--- config.mk ---
export PLATFORM = sky130hd
export DESIGN_NAME = external_interrupt_edge_controller
export DESIGN_NICKNAME = d
export VERILOG_FILES = /design/src/hdl/eiec_pkg.sv /design/src/hdl/eiec_edge.sv /design/src/hdl/external_interrupt_edge_controller.sv
export SDC_FILE = /design/constraint.sdc
export NUM_CORES = 1
export LEC_CHECK = 0
export ABC_CLOCK_PERIOD_IN_PS = 2600
export BUFFER_PORTS_ARGS = -buffer_cell sky130_fd_sc_hd__buf_2
export CAP_MARGIN = 5
export CORE_MARGIN = 2
export CORE_UTILIZATION = 55
export CTS_CLUSTER_SIZE = 40
export DETAILED_ROUTE_END_ITERATION = 10
export HOLD_SLACK_MARGIN = 0.08
export PLACE_DENSITY = 0.79
export SETUP_SLACK_MARGIN = 0.1
export SLEW_MARGIN = 20
export SYNTH_ARGS = -nofsm -noshare
export SYNTH_HDL_FRONTEND = slang
export SYNTH_SLANG_ARGS = --single-unit
--- constraint.sdc ---
create_clock -name clk_i -period 2.6 [get_ports clk_i]
set_clock_uncertainty 0.15 [all_clocks]
set_input_delay 0.13 -clock clk_i [delete_from_list [all_inputs] [get_ports clk_i]]
set_output_delay 0.13 -clock clk_i [all_outputs]
set_load 0.01 [all_outputs]
--- src/hdl/eiec_pkg.sv ---
`default_nettype none

package eiec_pkg;

  localparam int unsigned LINE_COUNT = 16;
  localparam int unsigned SEL_W      = 4;
  localparam int unsigned SEL_REGS   = 4;
  localparam int unsigned CFG_IDX_W  = 3;
  localparam int unsigned IRQ_W      = 7;
  localparam int unsigned IN_DATA_W  = 80;
  localparam int unsigned OUT_DATA_W = 24;

  typedef logic [LINE_COUNT-1:0] word_t;
  typedef logic [IRQ_W-1:0]      irq_t;

  // Register indexes on the configuration channel
  typedef enum logic [CFG_IDX_W-1:0] {
    CFG_RISE_EN  = 3'd0,
    CFG_FALL_EN  = 3'd1,
    CFG_IRQ_MASK = 3'd2,
    CFG_SEL_0_3  = 3'd3,
    CFG_SEL_4_7  = 3'd4,
    CFG_SEL_8_11 = 3'd5,
    CFG_SEL_12_15 = 3'd6
  } cfg_idx_e;

  typedef enum logic {
    KIND_SAMPLE = 1'b0,
    KIND_CLEAR  = 1'b1
  } kind_e;

  // Port codes of a line selector; anything above PORT_D means port A
  typedef enum logic [SEL_W-1:0] {
    PORT_A = 4'd0,
    PORT_B = 4'd1,
    PORT_C = 4'd2,
    PORT_D = 4'd3
  } port_e;

  // Lines 0-4 map one to one, lines 5-9 and 10-15 are ORed into one output each
  function automatic irq_t irq_map(input word_t active);
    irq_t irq;
    irq[4:0] = active[4:0];
    irq[5]   = |active[9:5];
    irq[6]   = |active[15:10];
    return irq;
  endfunction

endpackage

`default_nettype wire

--- src/hdl/eiec_edge.sv ---
`default_nettype none

module eiec_edge
  import eiec_pkg::*;
(
  input  wire logic  kind_i,
  input  wire word_t port_a_i,
  input  wire word_t port_b_i,
  input  wire word_t port_c_i,
  input  wire word_t port_d_i,
  input  wire word_t clear_bits_i,
  input  wire word_t sel_i [SEL_REGS],
  input  wire word_t rise_en_i,
  input  wire word_t fall_en_i,
  input  wire word_t prev_levels_i,
  input  wire word_t pending_i,
  input  wire logic  first_i,
  output word_t      levels_o,
  output word_t      pending_o
);

  word_t rise;
  word_t fall;

  // Route each line to its pin on the selected port
  for (genvar i = 0; i < LINE_COUNT; i++) begin : g_line
    localparam int unsigned Reg = i / SEL_REGS;
    localparam int unsigned Lsb = (i % SEL_REGS) * SEL_W;
    logic [SEL_W-1:0] code;

    assign code = sel_i[Reg][Lsb +: SEL_W];

    always_comb begin
      case (code)
        PORT_B:  levels_o[i] = port_b_i[i];
        PORT_C:  levels_o[i] = port_c_i[i];
        PORT_D:  levels_o[i] = port_d_i[i];
        default: levels_o[i] = port_a_i[i];
      endcase
    end
  end

  assign rise = levels_o & ~prev_levels_i & rise_en_i;
  assign fall = ~levels_o & prev_levels_i & fall_en_i;

  always_comb begin
    if (kind_i == KIND_CLEAR) begin
      pending_o = pending_i & ~clear_bits_i;
    end else if (first_i) begin
      pending_o = pending_i;
    end else begin
      pending_o = pending_i | rise | fall;
    end
  end

endmodule

`default_nettype wire

--- src/hdl/external_interrupt_edge_controller.sv ---
// Sixteen-line external interrupt edge controller.
// Input channel s_axis: one beat is either a sample of the four 16-bit pin
// ports (tuser = 0) or a write-one-to-clear of pending bits (tuser = 1).
// Each line routes one pin from port A..D through its 4-bit selector, and an
// enabled rising or falling edge against the previous sample sets its
// pending bit, masked or not. The first sample after reset only records levels.
// Output channel m_axis: one beat per input beat carrying the pending bits
// after that beat and the seven interrupt outputs (pending AND mask, lines
// 0-4 alone, lines 5-9 and 10-15 grouped).
// The result of an accepted beat is held in the single output register.
// Throughput is one beat per cycle; the output register lets a new beat
// in whenever it is empty or being drained, so a stall on m_axis holds
// s_axis_tready_o low only while it lasts.
// Configuration writes on cfg_* are always taken; write only while idle.
// Reset clears the configuration registers, pending bits and levels and
// arms the first-sample flag; no output beat is valid out of reset.
`default_nettype none

module external_interrupt_edge_controller
  import eiec_pkg::*;
(
  input  wire logic                  clk_i,
  input  wire logic                  rst_ni,
  // Input beats
  input  wire logic                  s_axis_tvalid_i,
  output logic                       s_axis_tready_o,
  // port_a_levels[15:0], port_b_levels[31:16], port_c_levels[47:32],
  // port_d_levels[63:48], clear_bits[79:64]
  input  wire logic [IN_DATA_W-1:0]  s_axis_tdata_i,
  // kind[0]
  input  wire logic                  s_axis_tuser_i,
  // Result beats
  output logic                       m_axis_tvalid_o,
  input  wire logic                  m_axis_tready_i,
  // pending_bits[15:0], interrupt_lines[22:16], zero[23]
  output logic [OUT_DATA_W-1:0]      m_axis_tdata_o,
  // Configuration writes
  input  wire logic                  cfg_valid_i,
  output logic                       cfg_ready_o,
  input  wire logic [CFG_IDX_W-1:0]  cfg_index_i,
  input  wire logic [LINE_COUNT-1:0] cfg_data_i
);

  word_t rise_en_q;
  word_t fall_en_q;
  word_t mask_q;
  word_t sel_q [SEL_REGS];

  word_t prev_q;
  word_t pend_q;
  logic  first_q;

  logic                  out_valid_q;
  logic [OUT_DATA_W-1:0] out_data_q;

  word_t levels;
  word_t pend_d;
  logic  in_beat;
  logic  is_sample;

  assign cfg_ready_o     = 1'b1;
  assign s_axis_tready_o = ~out_valid_q | m_axis_tready_i;
  assign in_beat         = s_axis_tvalid_i & s_axis_tready_o;
  assign is_sample       = (s_axis_tuser_i == KIND_SAMPLE);

  // Configuration registers; indexes past the last register are dropped
  always_ff @(posedge clk_i or negedge rst_ni) begin
    if (!rst_ni) begin
      rise_en_q <= '0;
      fall_en_q <= '0;
      mask_q    <= '0;
      for (int r = 0; r < SEL_REGS; r++) begin
        sel_q[r] <= '0;
      end
    end else if (cfg_valid_i) begin
      unique case (cfg_idx_e'(cfg_index_i))
        CFG_RISE_EN:   rise_en_q <= cfg_data_i;
        CFG_FALL_EN:   fall_en_q <= cfg_data_i;
        CFG_IRQ_MASK:  mask_q    <= cfg_data_i;
        CFG_SEL_0_3:   sel_q[0]  <= cfg_data_i;
        CFG_SEL_4_7:   sel_q[1]  <= cfg_data_i;
        CFG_SEL_8_11:  sel_q[2]  <= cfg_data_i;
        CFG_SEL_12_15: sel_q[3]  <= cfg_data_i;
        default: ;
      endcase
    end
  end

  eiec_edge u_edge (
    .kind_i        (s_axis_tuser_i),
    .port_a_i      (s_axis_tdata_i[15:0]),
    .port_b_i      (s_axis_tdata_i[31:16]),
    .port_c_i      (s_axis_tdata_i[47:32]),
    .port_d_i      (s_axis_tdata_i[63:48]),
    .clear_bits_i  (s_axis_tdata_i[79:64]),
    .sel_i         (sel_q),
    .rise_en_i     (rise_en_q),
    .fall_en_i     (fall_en_q),
    .prev_levels_i (prev_q),
    .pending_i     (pend_q),
    .first_i       (first_q),
    .levels_o      (levels),
    .pending_o     (pend_d)
  );

  // Line state: advance on every accepted beat, levels only on samples
  always_ff @(posedge clk_i or negedge rst_ni) begin
    if (!rst_ni) begin
      prev_q  <= '0;
      pend_q  <= '0;
      first_q <= 1'b1;
    end else if (in_beat) begin
      pend_q <= pend_d;
      if (is_sample) begin
        prev_q  <= levels;
        first_q <= 1'b0;
      end
    end
  end

  // Output register: load on an accepted beat, drop once taken
  always_ff @(posedge clk_i or negedge rst_ni) begin
    if (!rst_ni) begin
      out_valid_q <= 1'b0;
    end else if (in_beat) begin
      out_valid_q <= 1'b1;
    end else if (m_axis_tready_i) begin
      out_valid_q <= 1'b0;
    end
  end

  always_ff @(posedge clk_i) begin
    if (in_beat) begin
      out_data_q <= {1'b0, irq_map(pend_d & mask_q), pend_d};
    end
  end

  assign m_axis_tvalid_o = out_valid_q;
  assign m_axis_tdata_o  = out_data_q;

endmodule

`default_nettype wire
# --- Yosys cells after proc, flatten, opt, wreduce, memory -nomap -nowiden ---
# Index checks and enable logic that the tools add are counted.
classes:
  reduce_logical: 12
  eq_ne: 54
  muxes: 20
  bitwise: 15
op_table:
  columns: ["operator", "count"]
  rows:
  - ["4-bit by 2-bit equality test with 1-bit output (second input constant)", 32]
  - ["16-bit AND", 6]
  - ["4-bit by 1-bit equality test with 1-bit output (second input constant)", 16]
  - ["16-bit inverter", 3]
  - ["1-bit case mux with 3 select lines", 16]
  - ["16-bit two-way mux", 2]
  - ["16-bit bitwise OR", 2]
  - ["2-bit AND reduction", 8]
  - ["3-bit equality test (second input constant)", 3]
  - ["3-bit by 2-bit equality test with 1-bit output (second input constant)", 2]
  - ["6-bit OR reduction", 1]
  - ["5-bit OR reduction", 1]
  - ["3-bit by 1-bit equality test with 1-bit output (second input constant)", 1]
  - ["3-bit zero test", 1]
  - ["1-bit two-way mux", 2]
  - ["1-bit inverter", 2]
  - ["2-bit nonzero test", 1]
  - ["1-bit AND", 1]
  - ["1-bit bitwise OR", 1]
word_totals:
  ff_bits: 169
  output_inout_bits: 27
  elab_cells: 113

# --- Longest topological paths before layout ---
# Gate-level depths: netlist of run 1.
logic_depth:
  ltp_word: 10
  mapped_depth: 7

# --- Cells and area by module ---
# Synthesis of run 1 repeated with hierarchy kept, for this count alone.
hier_totals:
  cells_unflattened: 614
  area_unflattened_um2: 7738.7
by_module_without_submodules:
  columns: ["module", "cells_each", "seq_area_each_um2", "area_each_um2", "n_inst"]
  rows:
  - ["external_interrupt_edge_controller", 356, 4345.4, 6322.3, 1]
  - ["eiec_edge", 258, 0.0, 1416.4, 1]

# --- Least setup slack after synthesis of run 1 ---
# No wires, ideal clock.
synth_timing:
  path_kind: "reg-to-reg"
  start: "register out_valid_q, in the netlist m_axis_tvalid_o"
  end: "register pend_q[10]"
  path_slack_ps: 108
  arrival_ps: 2217
  setup_time_ps: 126
  path_stages_with_launch: 6
  n_path_buf: 1
  cell_sequence: "dfrtp_1 > nand2b_1 > nand2_1 > inv_1 > buf_1 > mux2_2"
synth_between:
  elab_chain_len: 3
synth_rtl:
  columns: ["element", "line_no", "source"]
  rows:
  - ["start, declared", "external_interrupt_edge_controller.sv:53", "logic out_valid_q;"]
  - ["start signal, assigned", "external_interrupt_edge_controller.sv:124", "out_valid_q <= 1'b0;"]
  - ["start signal, assigned", "external_interrupt_edge_controller.sv:126", "out_valid_q <= 1'b1;"]
  - ["start signal, assigned", "external_interrupt_edge_controller.sv:128", "out_valid_q <= 1'b0;"]
  - ["1-bit inverter", "external_interrupt_edge_controller.sv:62", "assign s_axis_tready_o = ~out_valid_q | m_axis_tready_i;"]
  - ["1-bit bitwise OR", "external_interrupt_edge_controller.sv:62", null]
  - ["named net s_axis_tready_o", "external_interrupt_edge_controller.sv:26", "output logic s_axis_tready_o,"]
  - ["1-bit AND", "external_interrupt_edge_controller.sv:63", "assign in_beat = s_axis_tvalid_i & s_axis_tready_o;"]
  - ["named net in_beat", "external_interrupt_edge_controller.sv:58", "logic in_beat;"]
  - ["end signal, assigned", "external_interrupt_edge_controller.sv:113", "pend_q <= pend_d;"]
  - ["end, declared", "external_interrupt_edge_controller.sv:50", "word_t pend_q;"]
# The timed path passes the listed nets, and every way through them passes these cells.
# A chain may end at the register's enable or synchronous reset.

# --- Worst setup path in the final report of run 1 ---
layout_timing:
  start: "register sel_q[8] (netlist name)"
  end: "register out_data_q[22], in the netlist m_axis_tdata_o[22] (data pin)"
layout_between:
  elab_chain_len: 10
layout_rtl:
  columns: ["element", "line_no", "source"]
  rows:
  - ["start, declared", "external_interrupt_edge_controller.sv:47", "word_t sel_q [SEL_REGS];"]
  - ["4-bit by 2-bit equality test with 1-bit output or 4-bit by 1-bit equality test with 1-bit output (tied branches)", "eiec_edge.sv:34", "case (code)"]
  - ["1-bit case mux with 3 select lines *", "eiec_edge.sv:34", null]
  - ["16-bit AND or 16-bit inverter (tied branches)", "eiec_edge.sv:43, eiec_edge.sv:44", null]
  - ["16-bit AND, on equally long branches", "eiec_edge.sv:43, eiec_edge.sv:44", null]
  - ["16-bit bitwise OR or 16-bit AND (tied branches)", "eiec_edge.sv:52, eiec_edge.sv:44", null]
  - ["16-bit bitwise OR *", "eiec_edge.sv:52", "pending_o = pending_i | rise | fall;"]
  - ["16-bit two-way mux *", "eiec_edge.sv:49", "end else if (first_i) begin"]
  - ["16-bit two-way mux *", "eiec_edge.sv:47", "if (kind_i == KIND_CLEAR) begin"]
  - ["named net pend_d[14]", "external_interrupt_edge_controller.sv:57", "word_t pend_d;"]
  - ["16-bit AND *", "external_interrupt_edge_controller.sv:134", "out_data_q <= {1'b0, irq_map(pend_d & mask_q), pend_d};"]
  - ["6-bit OR reduction *", "eiec_pkg.sv:45", "irq[6] = |active[15:10];"]
  - ["end signal, assigned", "external_interrupt_edge_controller.sv:134", null]
  - ["end, declared", "external_interrupt_edge_controller.sv:54", "logic [OUT_DATA_W-1:0] out_data_q;"]
# Mark *: on every way through the listed nets, which the timed path passes. The rest lies on a longest branch.

==> flow_summary.yaml, run 1 <==
detailed_routing:
  drc: 0
  drtIter0Drc: 355
  routed_via_density: 5.780
  wl_per_cell_um: 19.75
  routed_wl_mm: 19.04
  firstDrtPassIters: 5
  routed-via-count: 5572
  ant_nets: 0
global_route:
  antenna_found_initial: 0
  grt_pass1_wl_mm: 30.00
  first_global_vias: 5815
  track_usage_pct: 27.44
  grt.overflow.total: 0
  grt_max_degree: 78
critical_path:
  cp_cell_sequence: "mux2i_1, a2111o_1, a32o_1, a22o_1, a222oi_1, o211ai_1"
  critPathMaxFanout: 4
  r2r_start: "sel_q[8]$_DFFE_PN0P_"
  crit_required_ns: 2.61
  slowest_delay_ns: 0.46
  reg2reg_depth: 6
  crit_buf_inv: 0
  worstSetupPathType: "register to register"
  critPathSlowestCell: "a2111o_1"
  crit_family: "compound AO/OA/AOI/OAI gates"
  cp-start-kind: "register"
  crit_path_end_kind: "register"
  reg2reg_to: "m_axis_tdata_o[22]$_DFFE_PP_"
  critical_path_depth: 6
  worst_ep_arrival_time_ns: 2.36
  rrSetupSlack_ns: 0.25
power_and_ir_drop:
  cellPowerDensity_nw_per_um2: 850.7
  p_leak_nw: 4.236
  max-vdd-ir-drop_v: 0.0004520
final_layout:
  final_cell_mix: "dfrtp_1, mux2_2, buf_2, nand2_1, dlygate4sd3_1"
  final_core_util_pct: 70.53
  instances_no_fill: 964
  drive_gt1_share_pct: 39.72
  stdcell_area_um2: 9376
  fill_cells: 888
  final_common_cell: "dfrtp_1"
  antenna_cells: 0
  area_growth_syn_to_layout_pct: 24.71
  fin_nets: 880
worst_hold_path:
  hp-class: "input port to register"
  min_to: "prev_q[10]$_DFFE_PN0P_"
  hp-start: "s_axis_tdata_i[10]"
  hold-path-cell-count: 5
yosys:
  avgSynthCellArea_um2: 12.61
  yosys_warnings: 0
  syn_area_um2: 7518
  async_flop_share_pct: 86.39
  ys_types: 53
  synth_seq_cells: 169
  syn-num-nets: 701
  ys.flop_type: "dfrtp_1"
  synth-edff-count: 23
  synthCells: 596
  seq_area_frac_synth_pct: 57.80
clocking:
  cts_tree: "done"
  clk_path_buf_depth: 2
  clk_latency_ns: 0.42
  cts.sinks: 169
  cts_root_buffer: "clkbuf_16"
  post_cts_resized: 0
  ctsHtreeMaxLevel: 4
  cts_buffers: 17
  clk_pin_slew_ns: 0.06
placed_design:
  hpwlAfterDp_mm: 12.60
  io_buffers: 129
  gp_congestion: 0.8541
  dp_cells: 893
  placed_cell_area_um2: 8397
timing:
  hold_ws_ns: 0.09581
  min_period_ns: 2.349
  setup_viol: 0
  fmax_ghz: 0.4257
  slew_headroom_pct: 31.51
  worstMarginPinSlew_ns: 1.022
  fin_crit_sh_pct: 90.34
  slew_violations: 0
  grt_setup_unrepaired: "false"
  hold_viol: 0
  setup_tns_ns: 0
die:
  io_pins: 132
  dieHeight_um: 120.9
  start_util_pct: 56.55
  core_area_um2: 13300
  fp.dieArea_um2: 14620
  fp-row-count: 42
  die_w_um: 120.9
outcome:
  status: "completed"
job:
  cap_violations: 0
## worst min-delay path, delay by kind of cell
kind	cells	cell delay, ns
AOI/OAI and AO/OA	2	0.24
muxes	1	0.16
buffers and inverters	2	0.10
## worst max-delay path by stage
stage	start	to	slack (ns)
4_1_cts	sel_q[8]$_DFFE_PN0P_	m_axis_tdata_o[22]$_DFFE_PP_	0.27
5_1_grt	sel_q[8]$_DFFE_PN0P_	m_axis_tdata_o[22]$_DFFE_PP_	0.12
3_3_place_gp	sel_q[8]$_DFFE_PN0P_	m_axis_tdata_o[22]$_DFFE_PP_	0.30
3_5_place_dp	sel_q[8]$_DFFE_PN0P_	m_axis_tdata_o[22]$_DFFE_PP_	0.28
2_1_floorplan	m_axis_tvalid_o$_DFFE_PN0P_	pend_q[10]$_DFFE_PN0P_	0.11
6_report	sel_q[8]$_DFFE_PN0P_	m_axis_tdata_o[22]$_DFFE_PP_	0.25
## registers in the layout, summed over array words and instances, names as in the netlist
signal,count
mask_q,16
rise_en_q,16
sel_q,64
first_q,1
pend_q,16
prev_q,16
fall_en_q,16
m_axis_tdata_o,23
m_axis_tvalid_o,1
## power by group
| group | leakage, nW | internal (mW) | total, mW | switching, mW |
|---|---|---|---|---|
| sequential | 1.98 | 3.37 | 3.79 | 0.421 |
| combinational | 1.97 | 0.895 | 1.69 | 0.795 |
| clock | 0.288 | 1.51 | 2.49 | 0.979 |
## per-layer routing
metal	share of wire [%]	up-vias	track usage, %
met5	0	-	0
met4	2.3	0	11.63
met3	5.6	34	5.216
met2	51	204	46.52
met1	41	2826	34.55
li1	-	2508	-
## through the flow
stage          setup WS, ns  power (mW)
2_1_floorplan        0.1076       4.835
3_3_place_gp         0.2991       5.286
3_5_place_dp         0.2760       5.425
4_1_cts              0.2734       7.978
5_1_grt              0.1223       8.336
6_report             0.2511       7.977
## logic make-up (layout without fill, tap and decap cells)
group                  count (synthesis)  count (layout)  synth area share (%)
AOI/OAI and AO/OA                     86              86                 8.138
DFF                                  169             169                 57.80
and+or+nand+nor                      152             152                 10.23
buffers and inverters                 44             236                 2.563
muxes                                143             143                 21.17
other                                  2               2               0.09989
## cell type report
type                    instances  area (µm²)  area share (%)
clock buffers                  25       495.5           5.284
clock inverters                 7       88.84          0.9474
inverters                      25       93.84           1.001
multi-input cells             383        2990           31.89
flip-flops and latches        169        4345           46.34
well taps                     176       220.2           2.349
repair buffers                179        1142           12.18
## timing repair
action	in CTS	in global routing
setup endpoints to repair	0	0
buffers inserted	0	0
hold buffers	38	0
hold endpoints to repair	217	0
## cells in the mapped netlist, drive strengths merged (2+ instances only)
cell    count  area share, %
or2         9           0.75
a21o        6           0.60
nand2      44            2.2
or3         2           0.17
o221ai      9            1.0
and3        4           0.33
conb        2           0.10
nand2b     18            1.5
a21oi      12           0.80
o22ai       2           0.17
mux2i      15            2.0
a41oi       2           0.23
edfxtp     23            9.2
nand4b      3           0.35
inv        25            1.2
a21boi      2           0.20
nor3b       5           0.57
nor3        9           0.67
dfrtp     145             48
clkbuf     13           0.78
and2        5           0.42
a22o        4           0.47
o211ai      6           0.60
nand3      21            1.4
nor2       25            1.3
o21ai      17            1.1
buf         6           0.53
mux2      128             19
a31oi       5           0.42
o31ai       2           0.20
nand3b      2           0.20
o21a        2           0.20
a311o       4           0.53
nor2b       4           0.33
a22oi       4           0.40
Power figures use the tool's default switching activity.
==> run 2, diff against run 1 <==
--- a/config.mk
+++ b/config.mk
@@ -5,9 +5,10 @@
 export SDC_FILE = /design/constraint.sdc
 export NUM_CORES = 1
 export LEC_CHECK = 0
-export ABC_CLOCK_PERIOD_IN_PS = 2600
+export ABC_CLOCK_PERIOD_IN_PS = 2800
 export BUFFER_PORTS_ARGS = -buffer_cell sky130_fd_sc_hd__buf_2
 export CAP_MARGIN = 5
+export CORE_ASPECT_RATIO = 0.5
 export CORE_MARGIN = 2
 export CORE_UTILIZATION = 55
 export CTS_CLUSTER_SIZE = 40
==> constraint.sdc (replaced) <==
create_clock -name clk_i -period 2.8 [get_ports clk_i]
set_clock_uncertainty 0.15 [all_clocks]
set_input_delay 0.14 -clock clk_i [delete_from_list [all_inputs] [get_ports clk_i]]
set_output_delay 0.14 -clock clk_i [all_outputs]
set_load 0.01 [all_outputs]
==> run 2 against run 1 <==
Maximum frequency fell by 0.58%; global-route usage fell by 1.7 points; total power down 6.0%; wire length is 5.7% lower; sequential share of layout area decreased by 0.62 points; critical path type unchanged.
==> flow_summary.yaml, run 2 (same netlist as run 1, synthesis figures left out) <==
final_layout:
  antenna_cells: 0
  largest_reg_flops: 64
  final_cell_mix: "dfrtp_1, mux2_2, buf_2, dlygate4sd3_1, nand2_1"
  final_common_cell: "dfrtp_1"
  drive_gt1_share_pct: 39.47
  fin_nets: 890
  instances_no_fill: 974
  fill_cells: 937
  top_register: "sel_q"
  area_growth_syn_to_layout_pct: 26.39
die:
  die_w_um: 169.3
  io_pins: 132
  dieHeight_um: 86.68
  fp.dieArea_um2: 14680
  start_util_pct: 55.95
  fp-row-count: 30
  core_area_um2: 13440
timing:
  setup_tns_ns: 0
  grt_setup_unrepaired: "false"
  fmax_ghz: 0.4233
  fin_crit_sh_pct: 84.38
  slew_headroom_pct: 28.16
  hold_viol: 0
  setup_viol: 0
  slew_violations: 0
  min_period_ns: 2.363
  worstMarginPinSlew_ns: 1.072
power_and_ir_drop:
  netSwitchingFraction_pct: 27.45
  combPwrFrac_pct: 20.6
  p_leak_nw: 4.289
  max-vdd-ir-drop_v: 0.0004309
  pwr-share-clk_pct: 32.6
  power.internal_mw: 5.441
  cellPowerDensity_nw_per_um2: 789.3
  seq_power_share_pct: 46.7
  switching_power_mw: 2.059
detailed_routing:
  firstDrtPassIters: 5
  routed_wl_mm: 17.95
  routed_via_density: 5.679
  drtIter0Drc: 390
  routed-via-count: 5531
  drc: 0
  wl_per_cell_um: 18.43
  ant_nets: 0
critical_path:
  cp-start-kind: "register"
  worst_ep_arrival_time_ns: 2.50
  slowest_delay_ns: 0.78
  critPathMaxFanout: 19
  cp_cell_sequence: "nor2_2, nand3_1, or3_1, o211ai_1, a22oi_1, nand4_1"
  crit_family: "simple AND/OR/NAND/NOR gates"
  crit_buf_inv: 0
  crit_required_ns: 2.93
  critPathSlowestCell: "nor2_2"
  worstSetupPathType: "register to register"
  crit_path_end_kind: "register"
clocking:
  clk_latency_ns: 0.42
  cts.sinks: 169
  ctsHtreeMaxLevel: 4
  cts_root_buffer: "clkbuf_16"
  post_cts_buffers: 0
  cts_buffers: 17
  clk_path_buf_depth: 2
  ctsHoldBuffers: 48
  post_cts_resized: 0
  cts_tree: "done"
  clk_pin_slew_ns: 0.06
global_route:
  first_global_vias: 5576
  grt.overflow.total: 0
  grt_pass1_wl_mm: 28.46
  track_usage_pct: 25.70
  grt_max_degree: 62
  antenna_found_initial: 0
placed_design:
  gp_congestion: 0.8152
  dp_cells: 894
  hpwlAfterDp_mm: 11.89
  io_buffers: 129
worst_hold_path:
  hp-class: "input port to register"
job:
  cap_violations: 0
outcome:
  status: "completed"
==> run 2: cell types whose count changed in the layout (fill, tap and decap cells not counted), sizes merged <==
cell / previous run / this run
clkbuf: 25 / 20
bufinv: 2 / 3
dlygate4sd3: 38 / 48
inv: 26 / 31
clkinvlp: 1 / 0
==> run 2: worst min-delay path: stages <==
cell and delay (ns):
buf_2 0.10, nand2_1 0.07, nand2_1 0.05, o211ai_1 0.16
==> run 2: power groups by stage <==
| stage | sequential (mW) | clock [mW] | combinational (mW) |
|---|---|---|---|
| after global placement | 3.50 | 0 | 1.41 |
| after global routing | 3.57 | 2.60 | 1.71 |
| after floorplan | 3.46 | 0 | 1.03 |
| after detailed placement | 3.53 | 0 | 1.48 |
| final | 3.51 | 2.45 | 1.55 |
| after CTS | 3.50 | 2.48 | 1.55 |
==> run 2: final timing paths <==
path,from,to,slack [ns],cells past startpoint
max in group asynchronous,rst_ni,prev_q[13]$_DFFE_PN0P_,1.62,3
hold reg to reg,pend_q[3]$_DFFE_PN0P_,pend_q[3]$_DFFE_PN0P_,0.35,2
min in group asynchronous,rst_ni,sel_q[26]$_DFFE_PN0P_,0.11,2
hold / removal,s_axis_tdata_i[71],m_axis_tdata_o[7]$_DFFE_PP_,0.10,4
setup / recovery,first_q$_DFFE_PN1P_,m_axis_tdata_o[21]$_DFFE_PP_,0.44,6
setup reg to reg,first_q$_DFFE_PN1P_,m_axis_tdata_o[21]$_DFFE_PP_,0.44,6
==> run 2: stage by stage <==
stage / utilization, % / area, µm² / worst slack (ns) / hold slack (ns) / total power [mW]
6_report: 70.72 / 9503 / 0.4374 / 0.1048 / 7.501
5_1_grt: 70.72 / 9503 / 0.2556 / 0.1266 / 7.881
4_1_cts: 70.72 / 9503 / 0.4525 / 0.08737 / 7.519
3_5_place_dp: 62.54 / 8404 / 0.4739 / 0.004603 / 5.013
3_3_place_gp: 62.54 / 8404 / 0.5566 / -0.001770 / 4.905
2_1_floorplan: - / 7518 / 0.3076 / -0.3056 / 4.490
==> run 2: final cells by class <==
class | instances | area [µm²] | share of cell area [%]
clock buffer | 20 | 457.9 | 4.819
clock inverter | 12 | 160.2 | 1.685
inverter | 25 | 93.84 | 0.9875
multi-input combinational | 383 | 2990 | 31.47
sequential | 169 | 4345 | 45.73
tap | 176 | 220.2 | 2.317
timing repair buffer | 189 | 1235 | 13.00
==> run 2: metal layers <==
layer | track usage (%) | vias to the layer above | wire length, µm
li1 | - | 2541 | -
met4 | 6.915 | 0 | 215
met3 | 5.342 | 21 | 1029
met2 | 43.27 | 178 | 8746
met5 | 0 | - | 0
met1 | 34.63 | 2791 | 7958
